## src/design/i2c_mbs_pkg.sv

```systemverilog
package i2c_mbs_pkg;

  localparam int unsigned TickW    = 10;
  localparam int unsigned PhaseW   = 5;
  localparam int unsigned BitIdxW  = 3;
  localparam logic [TickW-1:0] PhaseTicksReset = 10'd4;

  typedef enum logic [2:0] {
    CMD_NONE  = 3'd0,
    CMD_START = 3'd1,
    CMD_STOP  = 3'd2,
    CMD_WRITE = 3'd3,
    CMD_READ  = 3'd4,
    CMD_SACK  = 3'd5,
    CMD_RACK  = 3'd6
  } cmd_e;

  typedef struct packed {
    logic [2:0] opcode;
    logic [7:0] write_byte;
    logic       ack_level;
    logic       sda_sample;
  } item_t;

  typedef struct packed {
    cmd_e              cmd;
    logic [PhaseW-1:0] phase;
    logic [TickW-1:0]  ticks;
    logic [7:0]        shift_byte;
    logic              scl;
    logic              sda;
    logic              sda_en;
    logic              ack;
    logic [7:0]        read_result;
  } state_t;

  typedef struct packed {
    logic       scl_level;
    logic       sda_level;
    logic       sda_drive;
    logic       busy_res;
    logic       done_res;
    logic [7:0] read_byte;
    logic       ack_seen;
    logic       rejected;
  } result_t;

  localparam state_t StateReset = '{
    cmd:         CMD_NONE,
    phase:       '0,
    ticks:       '0,
    shift_byte:  '0,
    scl:         1'b1,
    sda:         1'b1,
    sda_en:      1'b1,
    ack:         1'b1,
    read_result: '0
  };

  function automatic logic [PhaseW-1:0] phase_total(cmd_e cmd);
    logic [PhaseW-1:0] total;
    case (cmd)
      CMD_START: total = 5'd4;
      CMD_STOP:  total = 5'd3;
      CMD_WRITE: total = 5'd24;
      CMD_READ:  total = 5'd24;
      CMD_SACK:  total = 5'd3;
      CMD_RACK:  total = 5'd2;
      default:   total = 5'd0;
    endcase
    return total;
  endfunction

endpackage

```

## src/design/i2c_mbs_step.sv

```systemverilog
module i2c_mbs_step
  import i2c_mbs_pkg::*;
(
  input  state_t           state_i,
  input  logic [TickW-1:0] phase_ticks_i,
  input  item_t            item_i,
  output state_t           state_o,
  output result_t          res_o
);

  always_comb begin
    state_t              s;
    logic [TickW-1:0]    limit;
    logic                is_cmd;
    logic                do_enter;
    logic                done;
    logic                rej;
    logic [PhaseW-1:0]   p;
    logic [8:0]          prod;
    logic [BitIdxW-1:0]  bit_idx;
    logic [1:0]          sub;
    logic [BitIdxW-1:0]  pos;

    s        = state_i;
    limit    = (phase_ticks_i == '0) ? TickW'(1) : phase_ticks_i;
    is_cmd   = (item_i.opcode >= 3'(CMD_START)) && (item_i.opcode <= 3'(CMD_RACK));
    do_enter = 1'b0;
    done     = 1'b0;
    rej      = 1'b0;

    if (s.cmd != CMD_NONE) begin
      rej     = is_cmd;
      s.ticks = s.ticks + TickW'(1);
      if (s.ticks >= limit) begin
        s.ticks = '0;
        s.phase = s.phase + PhaseW'(1);
        if (s.phase >= phase_total(s.cmd)) begin
          if (s.cmd == CMD_READ) begin
            s.sda_en      = 1'b1;
            s.read_result = s.shift_byte;
          end else if (s.cmd == CMD_RACK) begin
            s.scl    = 1'b0;
            s.sda_en = 1'b1;
          end
          s.cmd   = CMD_NONE;
          s.phase = '0;
          done    = 1'b1;
        end else begin
          do_enter = 1'b1;
        end
      end
    end else if (is_cmd) begin
      s.cmd   = cmd_e'(item_i.opcode);
      s.phase = '0;
      s.ticks = '0;
      if (s.cmd == CMD_WRITE) begin
        s.shift_byte = item_i.write_byte;
      end
      do_enter = 1'b1;
    end

    // Bit number and sub-phase of a byte phase; p/3 is p*11/32 for p below 24.
    p       = s.phase;
    prod    = 9'(p) * 9'd11;
    bit_idx = prod[7:5];
    sub     = 2'(p - 5'({2'b00, bit_idx} * 5'd3));
    pos     = 3'(3'd7 - bit_idx);

    if (do_enter) begin
      case (s.cmd)
        CMD_START: begin
          if (p == 5'd0) begin
            s.sda_en = 1'b1;
            s.sda    = 1'b1;
          end else if (p == 5'd1) begin
            s.scl = 1'b1;
          end else if (p == 5'd2) begin
            s.sda = 1'b0;
          end else begin
            s.scl = 1'b0;
          end
        end
        CMD_STOP: begin
          if (p == 5'd0) begin
            s.sda_en = 1'b1;
            s.sda    = 1'b0;
          end else if (p == 5'd1) begin
            s.scl = 1'b1;
          end else begin
            s.sda = 1'b1;
          end
        end
        CMD_WRITE: begin
          if (sub == 2'd0) begin
            s.sda_en = 1'b1;
            s.sda    = s.shift_byte[pos];
          end else if (sub == 2'd1) begin
            s.scl = 1'b1;
          end else begin
            s.scl = 1'b0;
          end
        end
        CMD_READ: begin
          if (sub == 2'd0) begin
            if (p == 5'd0) begin
              s.sda_en     = 1'b0;
              s.sda        = 1'b1;
              s.shift_byte = '0;
            end
            s.scl = 1'b1;
          end else if (sub == 2'd1) begin
            if (item_i.sda_sample) begin
              s.shift_byte[pos] = 1'b1;
            end
          end else begin
            s.scl = 1'b0;
          end
        end
        CMD_SACK: begin
          if (p == 5'd0) begin
            s.sda_en = 1'b1;
            s.sda    = item_i.ack_level;
          end else if (p == 5'd1) begin
            s.scl = 1'b1;
          end else begin
            s.scl = 1'b0;
          end
        end
        CMD_RACK: begin
          if (p == 5'd0) begin
            s.sda    = 1'b1;
            s.sda_en = 1'b0;
            s.scl    = 1'b1;
          end else begin
            s.ack = item_i.sda_sample;
          end
        end
        default: begin
        end
      endcase
    end

    state_o         = s;
    res_o.scl_level = s.scl;
    res_o.sda_level = s.sda;
    res_o.sda_drive = s.sda_en;
    res_o.busy_res  = (s.cmd != CMD_NONE);
    res_o.done_res  = done;
    res_o.read_byte = s.read_result;
    res_o.ack_seen  = s.ack;
    res_o.rejected  = rej;
  end

endmodule

```

## src/design/i2c_master_bit_sequencer.sv

```systemverilog
// I2C master bit engine. Every input beat is one tick of the bus timer and may carry a
// command (start, stop, write byte, read byte, send ACK, receive ACK); each bus phase holds
// its pin levels for phase_ticks ticks (zero counts as one), and every input beat yields
// exactly one result beat with the pin levels, busy, done, the last read byte, the last
// ACK level and a flag for a command dropped while busy. One beat is accepted per clock
// while the output is not stalled. A beat is held in the input register; the tick logic
// between it and the result register, which drives the outputs, computes its result and
// the next engine state, which is kept in a state register for the next beat.
// Write phase_ticks only while no beats are in flight.
module i2c_master_bit_sequencer
  import i2c_mbs_pkg::*;
(
  input  logic             clk_i,
  input  logic             rst_ni,
  input  logic             cfg_we_i,
  input  logic [TickW-1:0] cfg_wdata_i,
  input  logic             in_valid_i,
  output logic             in_ready_o,
  input  logic [2:0]       opcode_i,
  input  logic [7:0]       write_byte_i,
  input  logic             ack_level_i,
  input  logic             sda_sample_i,
  output logic             out_valid_o,
  input  logic             out_ready_i,
  output logic             scl_level_o,
  output logic             sda_level_o,
  output logic             sda_drive_o,
  output logic             busy_res_o,
  output logic             done_res_o,
  output logic [7:0]       read_byte_o,
  output logic             ack_seen_o,
  output logic             rejected_o
);

  logic [TickW-1:0] phase_ticks_q;
  logic             in_valid_q;
  item_t            item_q;
  state_t           state_q, state_d;
  logic             out_valid_q;
  result_t          res_q, res_d;
  logic             advance;

  assign advance    = in_valid_q && (!out_valid_q || out_ready_i);
  assign in_ready_o = !in_valid_q || advance;

  i2c_mbs_step u_step (
    .state_i       (state_q),
    .phase_ticks_i (phase_ticks_q),
    .item_i        (item_q),
    .state_o       (state_d),
    .res_o         (res_d)
  );

  always_ff @(posedge clk_i or negedge rst_ni) begin
    if (!rst_ni) begin
      phase_ticks_q <= PhaseTicksReset;
    end else if (cfg_we_i) begin
      phase_ticks_q <= cfg_wdata_i;
    end
  end

  always_ff @(posedge clk_i or negedge rst_ni) begin
    if (!rst_ni) begin
      in_valid_q  <= 1'b0;
      out_valid_q <= 1'b0;
      state_q     <= StateReset;
    end else begin
      if (in_ready_o) begin
        in_valid_q <= in_valid_i;
      end
      if (advance) begin
        out_valid_q <= 1'b1;
        state_q     <= state_d;
      end else if (out_ready_i) begin
        out_valid_q <= 1'b0;
      end
    end
  end

  always_ff @(posedge clk_i) begin
    if (in_valid_i && in_ready_o) begin
      item_q.opcode     <= opcode_i;
      item_q.write_byte <= write_byte_i;
      item_q.ack_level  <= ack_level_i;
      item_q.sda_sample <= sda_sample_i;
    end
    if (advance) begin
      res_q <= res_d;
    end
  end

  assign out_valid_o = out_valid_q;
  assign scl_level_o = res_q.scl_level;
  assign sda_level_o = res_q.sda_level;
  assign sda_drive_o = res_q.sda_drive;
  assign busy_res_o  = res_q.busy_res;
  assign done_res_o  = res_q.done_res;
  assign read_byte_o = res_q.read_byte;
  assign ack_seen_o  = res_q.ack_seen;
  assign rejected_o  = res_q.rejected;

endmodule

```

## config.mk

```make
export PLATFORM = sky130hd
export DESIGN_NAME = i2c_master_bit_sequencer
export DESIGN_NICKNAME = d
export VERILOG_FILES = /design/src/design/i2c_mbs_pkg.sv /design/src/design/i2c_mbs_step.sv /design/src/design/i2c_master_bit_sequencer.sv
export SDC_FILE = /design/constraint.sdc
export NUM_CORES = 1
export LEC_CHECK = 0
export BUFFER_PORTS_ARGS = -buffer_cell sky130_fd_sc_hd__buf_2
export CAP_MARGIN = 20
export CORE_ASPECT_RATIO = 0.9
export CORE_MARGIN = 5
export CORE_UTILIZATION = 50
export DETAILED_ROUTE_END_ITERATION = 8
export GPL_TIMING_DRIVEN = 0
export PLACE_DENSITY = 0.7
export SYNTH_ARGS = -nofsm -noshare
export SYNTH_HDL_FRONTEND = slang
export SYNTH_SLANG_ARGS = --single-unit
```

## constraint.sdc

```tcl
create_clock -name clk_i -period 19.4 [get_ports clk_i]
set_clock_uncertainty 0.1 [all_clocks]
set_input_delay 5.82 -clock clk_i [delete_from_list [all_inputs] [get_ports clk_i]]
set_output_delay 5.82 -clock clk_i [all_outputs]
set_load 0.01 [all_outputs]
```

After elaboration in Yosys (flattened, before gate mapping)
Index checks and enable logic that the tools add are counted.
{"block": "classes", "reduce_logical": 19, "muxes": 65, "add_sub_neg": 4, "order_cmp": 6, "eq_ne": 16, "bitwise_logic": 1, "mul": 2}
{"operator": "$mux W8", "n": 11}
{"operator": "$mux W1", "n": 37}
{"operator": "$mux W18", "n": 2}
{"operator": "$mux W26", "n": 1}
{"operator": "$pmux W5 S4", "n": 1}
{"operator": "$eq A3 B3 Y1 const B", "n": 6}
{"operator": "$pmux W3 S6", "n": 1}
{"operator": "$eq A3 B2 Y1 const B", "n": 5}
{"operator": "$mux W12", "n": 1}
{"operator": "$add A10 B1 Y10 const B", "n": 1}
{"operator": "$ge A10 B10 Y1", "n": 1}
{"operator": "$logic_not A10 Y1", "n": 1}
{"operator": "$mux W10", "n": 1}
{"operator": "$mux W5", "n": 2}
{"operator": "$mux W9", "n": 1}
{"operator": "$mul A5 B4 Y8 const B", "n": 1}
{"operator": "$mux W2", "n": 4}
{"operator": "$or A8 B8 Y8", "n": 1}
{"operator": "$eq A3 B1 Y1 const B", "n": 2}
{"operator": "$ge A3 B1 Y1 const B", "n": 2}
{"operator": "$reduce_bool A3 Y1", "n": 2}
{"operator": "$add A5 B1 Y5 const B", "n": 1}
{"operator": "$eq A5 B1 Y1 const B", "n": 1}
{"operator": "$eq A5 B2 Y1 const B", "n": 1}
{"operator": "other kinds (18)", "n": 26}
{"block": "word_totals", "output_inout_bits": 17, "wordCells": 137, "reg_bits": 78}

Depth between registers and ports, before layout
Gate-level depths: netlist of run 1.
{"block": "depth", "word_depth": 21, "ltp_mapped": 29}

By module
From an unflattened synthesis of run 1, not the netlist that was laid out.
{"block": "unflattened", "cells_unflattened": 429, "area_unflattened_um2": 4887.2}
{"mod": "i2c_master_bit_sequencer", "n_inst": 1, "cells_each": 138, "area_per_inst_um2": 2763.9, "seq_area_each_um2": 2098.3}
{"mod": "i2c_mbs_step", "n_inst": 1, "cells_each": 291, "area_per_inst_um2": 2123.3, "seq_area_each_um2": 0.0}

Least setup slack after synthesis of run 1
OpenSTA, ideal clock, no wires.
{"block": "synth_path", "kind": "input -> output", "from": "input out_ready_i", "to": "output in_ready_o", "cell_stages": 1, "t_required_ns": 13.480, "arrival_time_ns": 6.029, "slack_ns": 7.451, "n_path_buf": 0, "cell_sequence": "nand3b_1"}
{"block": "synth_via", "elab_chain_len": 3}
{"item": "start, declared", "line": "i2c_master_bit_sequencer.sv:24", "rtl": "input logic out_ready_i,"}
{"item": "$logic_or A1 B1 Y1", "line": "i2c_master_bit_sequencer.sv:43", "rtl": "assign advance = in_valid_q && (!out_valid_q || out_ready_i);"}
{"item": "$logic_and A1 B1 Y1", "line": "i2c_master_bit_sequencer.sv:43"}
{"item": "$logic_or A1 B1 Y1", "line": "i2c_master_bit_sequencer.sv:44", "rtl": "assign in_ready_o = !in_valid_q || advance;"}
{"item": "end, declared", "line": "i2c_master_bit_sequencer.sv:18", "rtl": "output logic in_ready_o,"}
Every way passes these cells.

Worst setup path after layout of run 1
Ends and elaborated chain as after synthesis.

==> results by stage, run 1 <==
Route:
- After detailed routing, the number of remaining DRC violations is 0.
- The total via count after detailed routing is 3876.
- The first-iteration detailed-routing DRC count is 398.
- The vias per cell is 5.891.
- In the final routed layout, each cell accounts on average for about 17 um.
- Before antenna repair, the detailed router went through 5 iterations.
- The remaining antenna violation count after routing is 0.
- The total wirelength of the detailed-routed design is 11020 um.

Pwr:
- The worst-case vdd ir drop is ~0.00005 V.
- In this run the static leakage power is 2.407 nW.
- The power consumption is 0.5739 mW.
- Dividing total power by cell area gives a power density of 107.1 nW/um^2.

Synthesis:
- The count of flip-flops with a built-in enable after synthesis is 28.
- Synthesis inferred 78 register bits.
- Summing every instance area after synthesis gives around 4800 sq um.
- The gate count of the mapped netlist is approximately 480.
- The Yosys step of the flow raised 0 warnings.
- The net count of the mapped netlist is 533.
- The average footprint of a synthesized cell is 10.01 sq um.
- For this run, the leading register cell type out of synthesis is dfrtp_1.
- After synthesis, the netlist uses between 60 and 70 different library cells.
- The fraction of synthesis flops using an asynchronous set or reset pin is 64.10%.
- Of the synthesized area, sequential elements account for 44.11%.

Clock network:
- The cell sitting at the root of the clock tree is a clkbuf_8.
- The clock tree synthesis step divided the H-tree into 3 levels.
- Gates resized during post-CTS repair numbered 0.
- The hold buffer count at CTS is 0.
- TritonCTS built the clock tree.
- The clock passes through at most 2 buffers.
- The number of clock sinks is 78.
- The CTS clock-pin slew for the worst setup and hold paths is 0.08 ns.
- The number of setup buffers added after CTS is 0.
- The total CTS buffers is 9.
- The later pin in the worst-skew pair is clocked with a latency of 0.36 ns.

GRT:
- The first global-routing pass estimated roughly 19000 um of wire.
- The number of global-route vias before repair is 3781.
- Summed over all layers, the global routing overflow is 0.
- The number of antenna violations at the first check in global routing is 0.
- The pin count of the biggest net entering global routing is 32.
- The overall global routing resource usage is 20.14%.

Setup path:
- The cell at the slowest stage of the critical path is nand3b_1.
- In this design, the critical path's most frequently occurring cell is buf_2.
- The critical path capture point type is an output port.
- The startpoint identified for the worst register-to-register timing path is state_q[22].
- STA puts the critical path data arrival time at 6.26 ns.
- The family with the most delay on the worst path is buffers and inverters.
- The largest driver fanout on the critical path is 3.
- The number of cells on the worst reg-to-reg path is 29.
- Counting both buffers and inverters, the worst setup path holds a total of 2.
- Across all register-to-register paths, the minimum setup slack is 12.29 ns.
- The endpoint of the worst-slack reg-to-reg timing path is state_q[11].
- STA classifies the critical path startpoint as an input pin.
- The required arrival time at the worst endpoint is 13.48 ns.
- On the worst path, the slowest cell contributes a delay of around 0.18 ns.
- Walking the worst path, the cells encountered are buf_2, nand3b_1, buf_2.
- The type of the worst setup path is input pin to output port.

STA:
- The slew at the pin with the worst max-slew slack is between 1 and 1.5 ns.
- After layout, the worst path uses 62.77% of the clock period.
- The count of final hold-check violations is 0.
- Measured against its own limit, the worst slew margin works out to 31.73%.
- Setup violations remaining at the end of the flow were counted as 0.
- The final count of pins violating max slew came to 0.
- The time the final worst path needs with I/O delays and setup is between 10 and 15 ns.
- The total negative setup slack is 0 ns.
- Setup repair after global routing left no endpoint under its margin.
- Based on the critical path, the design can be clocked at up to slightly above 0.08 GHz.

Job:
- Max-cap violations in this run came to 0.

Die:
- The total area inside the core boundary comes to 9208 sq um.
- In this run the core area contains 33 standard-cell rows.
- Measured along the x axis, the die boundary spans 112.8 um.
- The die footprint is 11570 sq um.
- The die is 102.5 um tall.
- The top-level port count is 45.
- The initial utilization of the core area, before any placement, comes to 51.66%.

Placement:
- The post-placement cell count is between 600 and 700.
- The count of buffers added on input and output ports is 43.
- The HPWL after detailed placement is 8213 um.
- The final weighted congestion of routability-driven global placement is 0.9155.

Cells and area:
- From synthesis to final layout, the design area changed by 12.62%.
- The fraction of layout instances using a drive strength above 1 is a little under a fifth.
- After the last flow step, the layout net total stands at approximately 590.
- The final antenna diode count is 0.
- The number of non-filler instances in the completed layout is between 600 and 700.

Outcome:
- The run finished with clean final reports.

Hold path:
- The worst hold path belongs to the class flop to flop.
- The startpoint of the lowest-slack hold path is state_q[8].
- Along the worst hold path, the cell count comes to 2.
- The sink of the worst hold path is state_q[8].
## cells in the final DEF, fill, tap and decap left out, types with 4 or more instances in the layout
| cell type | n |
|---|---|
| a32o_1 | 9 |
| ha_1 | 29 |
| clkbuf_1 | 12 |
| xnor2_1 | 11 |
| a31oi_1 | 4 |
| dfstp_2 | 5 |
| o21ai_0 | 26 |
| and3_1 | 5 |
| xor2_1 | 5 |
| clkbuf_8 | 9 |
| a22oi_1 | 4 |
| mux2_2 | 14 |
| mux2i_1 | 9 |
| inv_1 | 22 |
| o211ai_1 | 8 |
| or3_1 | 4 |
| dfrtp_1 | 45 |
| nand2_1 | 71 |
| a21oi_1 | 20 |
| buf_2 | 46 |
| nor2_1 | 36 |
| edfxtp_1 | 28 |
| nand2b_1 | 9 |
| nand3_1 | 16 |
| o31ai_1 | 5 |
| nand3b_1 | 4 |
| nor3_1 | 6 |
## metrics by stage
step	util, %	hold slack, ns	setup slack, ns	area [sq um]
after detailed placement	56.04	0.3566	7.224	5160
final	58.19	0.3639	7.223	5358
after global placement	55.66	0.3459	7.242	5125
after CTS	58.19	0.3674	7.219	5358
after global routing	58.19	0.3949	7.179	5358
after floorplan	-	0.3375	7.451	4757
## flip-flops by register name (all words and copies together) (netlist names)
register and cells:
state_q 38, item_q 13, phase_ticks_q 10, read_byte_o 8, ack_seen_o 1, busy_res_o 1, done_res_o 1, in_valid_q 1
out_valid_o 1, rejected_o 1, scl_level_o 1, sda_drive_o 1, sda_level_o 1
## cells in the mapped netlist, types with 3 or more instances
cell type | number | area (sq um)
nand2_1 | 71 | 266.5
dfrtp_1 | 45 | 1126
nor2_1 | 36 | 135.1
ha_1 | 29 | 362.9
edfxtp_1 | 28 | 840.8
o21ai_0 | 26 | 130.1
inv_1 | 22 | 82.58
a21oi_1 | 20 | 100.1
nand3_1 | 16 | 80.08
mux2_2 | 14 | 157.7
clkbuf_1 | 11 | 41.29
xnor2_1 | 11 | 96.34
a32o_1 | 9 | 90.09
mux2i_1 | 9 | 90.09
nand2b_1 | 9 | 56.30
o211ai_1 | 8 | 60.06
nor3_1 | 6 | 30.03
and3_1 | 5 | 31.28
dfstp_2 | 5 | 131.4
o31ai_1 | 5 | 37.54
xor2_1 | 5 | 43.79
a22oi_1 | 4 | 30.03
a31oi_1 | 4 | 25.02
nand3b_1 | 4 | 30.03
or3_1 | 4 | 25.02
a21o_1 | 3 | 22.52
a32oi_1 | 3 | 26.28
a41o_1 | 3 | 30.03
and2_1 | 3 | 18.77
buf_2 | 3 | 15.01
nor2b_1 | 3 | 18.77
nor4_1 | 3 | 18.77
o21a_1 | 3 | 22.52
o21bai_1 | 3 | 22.52
xnor2_2 | 3 | 48.80
## where the power goes
group | switching, mW | leakage (nW) | internal [mW]
clock | 0.0634 | 0.0891 | 0.0601
combinational | 0.139 | 1.41 | 0.0833
sequential | 0.0229 | 0.912 | 0.205
total | 0.225 | 2.41 | 0.349
## cell type report
class | count | area [sq um]
clock inverter | 6 | 70.07
sequential | 78 | 2098
multi-input combinational | 360 | 2509
tap | 122 | 152.6
timing repair buffer | 45 | 250.2
fill | 816 | 3850
clock buffer | 10 | 127.6
buffer | 15 | 67.56
inverter | 22 | 82.58
## routing by layer
metal	part of all wire (%)	GRT usage [%]	vias to the layer above	wire length (um)
li1	-	-	1854	-
met1	47	27.80	1864	5141
met2	46	32.24	130	5017
met3	5.8	4.401	28	639
met4	2.0	6.100	0	225
met5	0	0	-	0
## worst register-to-register path: cells and delay by family, from the launching register on
family,cells,cell delay (ns)
AOI/OAI and AO/OA,8,1.28
xor gates and xnor gates,5,1.33
adders and majority gates,5,1.39
buffers and inverters,2,0.34
DFF,1,0.43
muxes,2,0.69
and+or+nand+nor,7,1.50
## kinds of logic after synthesis
| family | synth area share, % |
|---|---|
| xor+xnor | 3.972 |
| simple gates | 17.02 |
| flops | 44.11 |
| compound gates | 18.25 |
| mux | 5.445 |
| fa+ha+maj | 8.048 |
| buf+inv | 3.156 |
## worst max path at each step
stage / to / cells after the start / start / slack, ns
after global routing: in_ready_o / 3 / out_ready_i / 7.18
after CTS: in_ready_o / 3 / out_ready_i / 7.22
final: in_ready_o / 3 / out_ready_i / 7.22
after detailed placement: in_ready_o / 3 / out_ready_i / 7.22
after global placement: in_ready_o / 3 / out_ready_i / 7.24
after floorplan: in_ready_o / 1 / out_ready_i / 7.45
No activity file was read; power rests on OpenSTA's default activity.
==> run 2, diff against run 1 <==
Settings changed: ABC_AREA set to 1.
Clock period 19.4 ns to 11.4 ns, I/O delays scaled along.
==> run 2 against run 1 <==
Against the previous run: via count increased by 13%; sequential share of layout area decreased by 2.9 points; die area increased by 6.1%; core utilization grew 1.0 points; combinational power grew to 3.2 times the previous value; cell count increased by 25%; critical path type unchanged; critical endpoint unchanged; largest power group is now combinational cells; highest routed layer unchanged.
==> results by stage, run 2 <==
Outcome:
- Result of the run: finished clean (unchanged).

Hold path:
- The number of cells traversed by the worst hold path is 2 (unchanged).
- The startpoint of the lowest-slack hold path is state_q[11] (was state_q[8]).
- The sink of the worst hold path was state_q[11] (was state_q[8]).
- The worst min-delay path category is flop to flop (unchanged).

Die:
- The standard-cell row count is 34 (was 33).
- The top-level port count is 45 (unchanged).
- The standard cell core area is 9784 sq um (was 9208 sq um).
- The y dimension of the die is 105.6 um (was 102.5 um).
- The die footprint came to 12280 sq um (was 11570 sq um).
- The horizontal die dimension came to 116.2 um (was 112.8 um).
- The effective utilization at floorplan is 51.91% (was 51.66%).

Cells and area:
- The most frequent standard cell in the layout excluding fill and tap cells is nand2_1 (unchanged).
- Most frequent cells in the layout: nand2_1, inv_1, nand3_1 (was nand2_1, buf_2, dfrtp_1).
- The count of fill cells added during filler insertion is 879 (was 816).
- Top flop regs: state_q (38), item_q (13), phase_ticks_q (10) (unchanged).
- The net count of the finished layout is 750 (was 589).
- The fraction of layout instances using a drive strength above 1 came to 16.93% (was 18.66%).
- The final antenna diode count is 0 (unchanged).
- The number of flip-flops under the largest register name came to 38 (unchanged).
- The number of non-filler instances in the completed layout is 823 (was 658).
- The most flop-heavy register is state_q (unchanged).
- The post-synthesis to final-layout area growth is 14.04% (was 12.62%).

Synthesis:
- The largest area contributor in the synthesized netlist is dfrtp_1 (unchanged).
- The Yosys warning count came to 0 (unchanged).
- The fraction of synthesis flops using an asynchronous set or reset pin was 64.10% (unchanged).
- The mapped cell area came to 5079 sq um (was 4757 sq um).
- The net count of the mapped netlist was 694 (was 533).
- Most instantiated cells after synthesis: nand2_1, inv_1, nand3_1 (was nand2_1, dfrtp_1, nor2_1).
- The library cell with the highest instance count after synthesis is nand2_1 (unchanged).
- The most frequently used flop master after synthesis was dfrtp_1 (unchanged).
- Main area contributors after synthesis: dfrtp_1, edfxtp_1, nand2_1 (was dfrtp_1, edfxtp_1, ha_1).
- The count of cell types in the netlist is 47 (was 66).
- The gate count of the mapped netlist came to 636 (was 475).
- The count of state elements after synthesis was 78 (unchanged).
- The average footprint of a synthesized cell was 7.985 sq um (was 10.01 sq um).
- The count of flip-flops with a built-in enable after synthesis came to 28 (unchanged).
- The portion of synthesized cell area occupied by the leading cell type was 22.17% (was 23.67%).
- The share of the yosys chip area belonging to registers is 41.32% (was 44.11%).

Route:
- The vias per cell is 5.304 (was 5.891).
- The remaining antenna violation count after routing was 0 (unchanged).
- The total wirelength of the detailed-routed design was 11690 um (was 11020 um).
- The first-iteration detailed-routing DRC count is 349 (was 398).
- The met2 wire length is 5185 um (was 5017 um).
- The routed length per instance is 14.20 um (was 16.75 um).
- The total met3 wirelength after detailed routing is 744 um (was 639 um).
- The total via count after detailed routing is 4365 (was 3876).
- The top routing layer in use is met4 (unchanged).
- The number of detailed-route iterations in the first pass was 5 (unchanged).
- The number of remaining DRC errors was 0 (unchanged).
- The wire length on met1 is 5397 um (was 5141 um).

Placement:
- The HPWL after detailed placement is 8790 um (was 8213 um).
- The post-placement cell count is 807 (was 642).
- The count of buffers from port buffering is 43 (unchanged).
- The final weighted congestion of routability-driven global placement is 0.9279 (was 0.9155).

Clock network:
- The total CTS buffers is 9 (unchanged).
- The latest clock arrival within the worst-skew pair was 0.34 ns (was 0.36 ns).
- The number of setup buffers added after CTS is 0 (unchanged).
- The hold buffer count at CTS is 0 (unchanged).
- The root buffer cell is clkbuf_16 (was clkbuf_8).
- The total of cells resized after clock tree synthesis is 0 (unchanged).
- The CTS tree is built (unchanged).
- The clock tree buffer depth is 2 (unchanged).
- The number of clock sinks came to 78 (unchanged).
- The number of H-tree levels is 3 (unchanged).
- The CTS clock-pin slew for the worst setup and hold paths is 0.06 ns (was 0.08 ns).

GRT:
- The residual overflow from global routing came to 0 (unchanged).
- The overall global routing resource usage is 20.62% (was 20.14%).
- The pin count of the biggest net entering global routing is 37 (was 32).
- The number of antenna violations at the first check in global routing is 0 (unchanged).
- The number of global-route vias before repair was 4333 (was 3781).
- The first-pass GRT wire length is 20490 um (was 18530 um).

Setup path:
- The critical path capture point type is an output port (unchanged).
- The endpoint of the worst-slack reg-to-reg timing path was sda_drive_o (was state_q[11]).
- The type of the worst setup path is input pin to output port (unchanged).
- The nature of the critical path startpoint is an input pin (unchanged).
- The number of cells on the worst reg-to-reg path is 33 (was 29).
- The arrival time reported for the critical path endpoint came to 3.83 ns (was 6.26 ns).
- The worst setup slack for register-to-register paths came to 5.16 ns (was 12.29 ns).
- The largest driver fanout on the critical path is 3 (unchanged).
- The launch instance of the worst register-to-register path was state_q[20] (was state_q[22]).
- The required arrival time at the worst endpoint is 7.88 ns (was 13.48 ns).

Job:
- The max-cap violation count was 0 (unchanged).

STA:
- Of the available clock period, the critical path in the final layout requires between 60% and 70%.
- The final number of setup-violating endpoints is 0 (unchanged).
- The slew at the pin with the worst max-slew slack is 0.8728 ns (was 1.016 ns).
- The total negative setup slack is 0 ns (unchanged).
- The final-layout worst hold slack is 0.3691 ns (was 0.3639 ns).
- Based on the critical path, the design can be clocked at up to between 0.1 and 0.15 GHz.
- Setup repair after global routing missed its margin: no (unchanged).
- The time the final worst path needs with I/O delays and setup is 7.346 ns.
- The count of final hold-check violations is 0 (unchanged).
- The worst slew margin relative to its limit is 41.81% (was 31.73%).
- The final count of pins violating max slew is 0 (unchanged).

Pwr:
- The power per cell area is 246.4 nW/um^2 (was 107.1 nW/um^2).
- The worst-case vdd ir drop is 0.0001278 V (was 0.00004904 V).
- The leakage power summed over all cells came to 2.878 nW (was 2.407 nW).
-- run 2: cell count changes in the layout (fill, tap and decap cells not counted), moves of 8 or more --
| cell | before | now |
|---|---|---|
| clkbuf_16 | 0 | 9 |
| clkbuf_8 | 9 | 0 |
| inv_1 | 22 | 89 |
| mux2_2 | 14 | 0 |
| mux2i_1 | 9 | 1 |
| nand2_1 | 71 | 170 |
| nand2_2 | 0 | 13 |
| nand2b_1 | 9 | 0 |
| nand3_1 | 16 | 55 |
| nand3_2 | 1 | 9 |
| o21ai_0 | 26 | 53 |
| xnor2_1 | 11 | 1 |
-- run 2: per-stage QoR --
step                      cell area, sq um  utilization, %  setup WS [ns]  power (mW)
after CTS                             5792           59.19          4.054       1.428
after detailed placement              5487           56.07          4.057       1.126
after global routing                  5792           59.19          4.023       1.556
after floorplan                       5079               -          4.276      0.9591
final                                 5792           59.19          4.054       1.427
after global placement                5451           55.72          4.059       1.104
-- run 2: layer usage --
layer / vias up / global-route usage (%)
met5: - / 0
met4: 0 / 8.699
met3: 30 / 4.699
met2: 133 / 30.92
met1: 1996 / 28.59
li1: 2206 / -
-- run 2: final cells by class --
class                           instances  area (sq um)  area share, %
Buffer                                 11         48.80         0.8425
Sequential cell                        78          2098          36.23
Clock buffer                            9         225.2          3.889
Inverter                               97         366.6          6.330
Timing Repair Buffer                   45         250.2          4.321
Multi-Input combinational cell        450          2565          44.29
Tap cell                              126         157.7          2.722
Clock inverter                          7         80.08          1.383
-- run 2: worst max-delay path, stage by stage --
cell     delay (ns)
buf_2          0.09
inv_1          0.06
nand3_1        0.10
buf_2          0.16
-- run 2: cells by family after synthesis --
family	after synthesis	share of synthesized area, %
and+or+nand+nor	306	28.97
buffers and inverters	108	8.180
AOI/OAI and AO/OA	101	11.73
DFF	78	41.32
adders and majority gates	30	7.539
xor gates and xnor gates	12	2.069
muxes	1	0.1971
-- run 2: power breakdown --
group	switching [mW]	internal (mW)	total (mW)
combinational	0.476	0.240	0.716
clock	0.123	0.172	0.296
sequential	0.0432	0.372	0.416
-- run 2: worst max path at each step --
| stage | start | to | cells after the start |
|---|---|---|---|
| after floorplan | out_ready_i | in_ready_o | 2 |
| after global placement | out_ready_i | in_ready_o | 4 |
| after detailed placement | out_ready_i | in_ready_o | 4 |
| after CTS | out_ready_i | in_ready_o | 4 |
| after global routing | out_ready_i | in_ready_o | 4 |
| final | out_ready_i | in_ready_o | 4 |
==> run 3, diff against run 2 <==
Settings changed: PLACE_DENSITY 0.7 to 0.72.
Clock period 11.4 ns to 6.1 ns, I/O delays scaled along.
==> run 3 against run 2 <==
Against the previous run: critical path depth up 33; wire length up 3.6%; sequential power is 87% higher; global-route usage is 0.19 points lower; combinational power increased by 93%; non-clock buffer count up 10; via count up 1.6%; cell count rose by 1.2%; clock power is 81% higher; largest power group unchanged; highest routed layer unchanged.
==> results by stage, run 3 (synthesis results as in run 2) <==
Clock network:
- The number of clock sinks came to 78 (unchanged).
- The clock tree buffer depth is 2 (unchanged).
- The root buffer cell is clkbuf_16 (unchanged).
- The CTS clock-pin slew for the worst setup and hold paths is 0.06 ns (about the same).
- The CTS tree is built (unchanged).
- The latest clock arrival within the worst-skew pair is 0.34 ns (about the same).
- The number of H-tree levels was 3 (unchanged).
- The total CTS buffers is 9 (unchanged).

STA:
- The final number of setup-violating endpoints is 0 (unchanged).
- Based on the critical path, the design can be clocked at up to 0.1728 GHz.
- The worst slew margin relative to its limit is 48.46% (was 41.81%).
- The slew at the pin with the worst max-slew slack is 0.7730 ns (was 0.8728 ns).
- The final count of pins violating max slew was 0 (unchanged).
- The count of final hold-check violations is 0 (unchanged).
- The post-layout worst setup margin is 0.3146 ns (was 4.054 ns).
- After layout, the minimum clock period comes to 5.785 ns.
- The ratio of final minimum period to clock period is 94.84%.

Die:
- The effective utilization at floorplan is 51.91% (unchanged).
- The horizontal die dimension is 116.2 um (unchanged).
- The top-level port count is 45 (unchanged).
- The standard-cell row count is 34 (unchanged).
- The die footprint is 12280 sq um (unchanged).
- The y dimension of the die is 105.6 um (unchanged).
- The standard cell core area was 9784 sq um (unchanged).

Route:
- The first-iteration detailed-routing DRC count came to 318 (was 349).
- The remaining antenna violation count after routing is 0 (unchanged).
- The vias per cell is 5.325 (was 5.304).
- The number of detailed-route iterations in the first pass came to 5 (unchanged).
- The routed length per instance is 14.54 um (was 14.20 um).
- The number of remaining DRC errors came to 0 (unchanged).
- The total via count after detailed routing is 4436 (was 4365).
- The total wirelength of the detailed-routed design was 12110 um (was 11690 um).

Setup path:
- The family with the most delay on the worst path is simple AND/OR/NAND/NOR gates (was buffers and inverters).
- The endpoint of the worst-slack reg-to-reg timing path is sda_level_o (was sda_drive_o).
- The count of buffering cells on the critical path with inverters included was 5 (was 3).
- The worst setup slack for register-to-register paths came to 0.31 ns (was 5.16 ns).
- The delay of the slowest cell on the worst path is 0.50 ns (was 0.16 ns).
- The critical path capture point type was a flop (was output port).
- The arrival time reported for the critical path endpoint is 5.78 ns (was 3.83 ns).
- The largest driver fanout on the critical path is 8 (was 3).
- The nature of the critical path startpoint is a flop (was input pin).
- The cell type with the highest occurrence count on the critical path is nand2_2 (was buf_2).
- The cell at the slowest stage of the critical path is fa_1 (was buf_2).
- The type of the worst setup path is flop to flop (was input pin to output port).
- The required arrival time at the worst endpoint was 6.09 ns (was 7.88 ns).
- The launch instance of the worst register-to-register path is state_q[22] (was state_q[20]).
- The number of cells on the worst reg-to-reg path is 37 (was 33).

Pwr:
- The switching share of power is 45.40% (was 45.05%).
- The worst-case vdd ir drop is 0.0002538 V (was 0.0001278 V).
- The power consumption was 2.699 mW (was 1.427 mW).
- The part of the power in registers was 28.8% (was 29.1%).
- The internal power consumption came to 1.474 mW (was 0.7843 mW).
- The share of total power in the clock network is 19.9% (was 20.7%).
- The power per cell area is 453.0 nW/um^2 (was 246.4 nW/um^2).
- The share of total power in combinational logic was 51.3% (was 50.2%).
- The leakage power summed over all cells came to 2.959 nW (was 2.878 nW).
- The switching power total is 1.225 mW (was 0.6430 mW).

GRT:
- The residual overflow from global routing came to 0 (unchanged).
- The pin count of the biggest net entering global routing is 28 (was 37).
- The number of antenna violations at the first check in global routing is 0 (unchanged).
- The first-pass GRT wire length was 20220 um (was 20490 um).
- The overall global routing resource usage is 20.43% (was 20.62%).
- The number of global-route vias before repair is 4314 (was 4333).

Placement:
- The count of buffers from port buffering is 43 (unchanged).
- The worst setup slack before clock tree synthesis is -0.1148 ns (was 4.057 ns).
- The final weighted congestion of routability-driven global placement came to 0.9153 (was 0.9279).
- The HPWL after detailed placement is 8810 um (was 8790 um).

Cells and area:
- Top flop regs: state_q (38), item_q (13), phase_ticks_q (10) (unchanged).
- The count of fill cells added during filler insertion was 839 (was 879).
- The final antenna diode count is 0 (unchanged).
- The footprint of the flip-flops and latches came to 2098 sq um (unchanged).
- The most flop-heavy register is state_q (unchanged).
- The utilization of the core after routing is 60.90% (was 59.19%).
- The number of flip-flops under the largest register name is 38 (unchanged).
- The fraction of layout instances using a drive strength above 1 is 20.23% (was 16.93%).
- The post-synthesis to final-layout area growth is 17.32% (was 14.04%).
- The multi-input combinational cell area is 2660 sq um (was 2565 sq um).
- The most frequent standard cell in the layout excluding fill and tap cells is nand2_1 (unchanged).
- The net count of the finished layout is 760 (was 750).
- Most frequent cells in the layout: nand2_1, inv_1, nand3_1, o21ai_0, dfrtp_1 (was nand2_1, inv_1, nand3_1).

Hold path:
- The number of cells traversed by the worst hold path is 2 (unchanged).
- The sink of the worst hold path is state_q[11] (unchanged).
- The worst min-delay path category is flop to flop (unchanged).
- The startpoint of the lowest-slack hold path is state_q[11] (unchanged).

Outcome:
- Result of the run: finished clean (unchanged).

Job:
- The max-cap violation count was 0 (unchanged).
[run 3: cell types whose count changed in the layout (fill, tap and decap cells not counted), moves of 2 or more]
cell     previous run  this run
xor2_2              0         3
nand2_4             1         3
ha_1               29        27
xor2_1             11         8
nand3_2             9        11
nand2_1           170       165
buf_4               0        10
nand2_2            13        16
nand3_1            55        53
[run 3: per-layer routing]
layer | wire [um] | GRT usage [%] | vias to the layer above
li1 | - | - | 2213
met1 | 5673 | 28.24 | 2082
met2 | 5547 | 31.99 | 127
met3 | 663 | 3.897 | 14
met4 | 225 | 7.208 | 0
met5 | 0 | 0 | -
[run 3: repair_timing]
item / in CTS / in global routing
hold buffers: 0 / 0
resized for setup: 3 / 16
endpoints found under the setup margin: 11 / 14
hold endpoints to repair: 0 / 0
setup buffers: 0 / 10
pin swaps: 0 / 8
[run 3: worst register-to-register path, delay by kind of cell (launching register included)]
kind / cells / cell delay (ns)
compound gates: 1 / 0.17
xor+xnor: 2 / 0.36
fa+ha+maj: 5 / 1.59
buf+inv: 5 / 0.50
flops: 1 / 0.42
simple gates: 24 / 2.39
[run 3: worst max path at each step]
stage | endpoint | cells after the start | from
6_report | sda_level_o | 37 | state_q[22]
5_1_grt | state_q[19] | 38 | state_q[22]
4_1_cts | state_q[19] | 34 | state_q[20]
3_5_place_dp | state_q[19] | 34 | state_q[20]
3_3_place_gp | state_q[19] | 34 | state_q[20]
2_1_floorplan | sda_level_o | 34 | state_q[20]
[run 3: final cells by class]
class	count	area share (%)
Multi-Input combinational cell	450	44.65
Sequential cell	78	35.22
Inverter	97	6.153
Timing Repair Buffer	55	5.460
Clock buffer	10	4.200
Tap cell	126	2.646
Clock inverter	6	0.8610
Buffer	11	0.8190
[run 3: power groups by stage]
stage | Clock, mW | Sequential, mW | Combinational (mW)
after floorplan | 0 | 0.781 | 1.01
after global placement | 0 | 0.779 | 1.28
after global routing | 0.570 | 0.792 | 1.57
after detailed placement | 0 | 0.783 | 1.33
final | 0.537 | 0.778 | 1.38
after CTS | 0.549 | 0.775 | 1.33
[run 3: metrics by stage]
step	std cells	hold slack, ns	setup TNS (ns)	instance area (sq um)
after global routing	833	0.3846	-0.1780	5958
after global placement	805	0.3552	0	5451
after CTS	823	0.3735	0	5804
after detailed placement	807	0.3634	-0.6696	5487
after floorplan	636	0.3473	0	5079
final	833	0.3769	0	5958
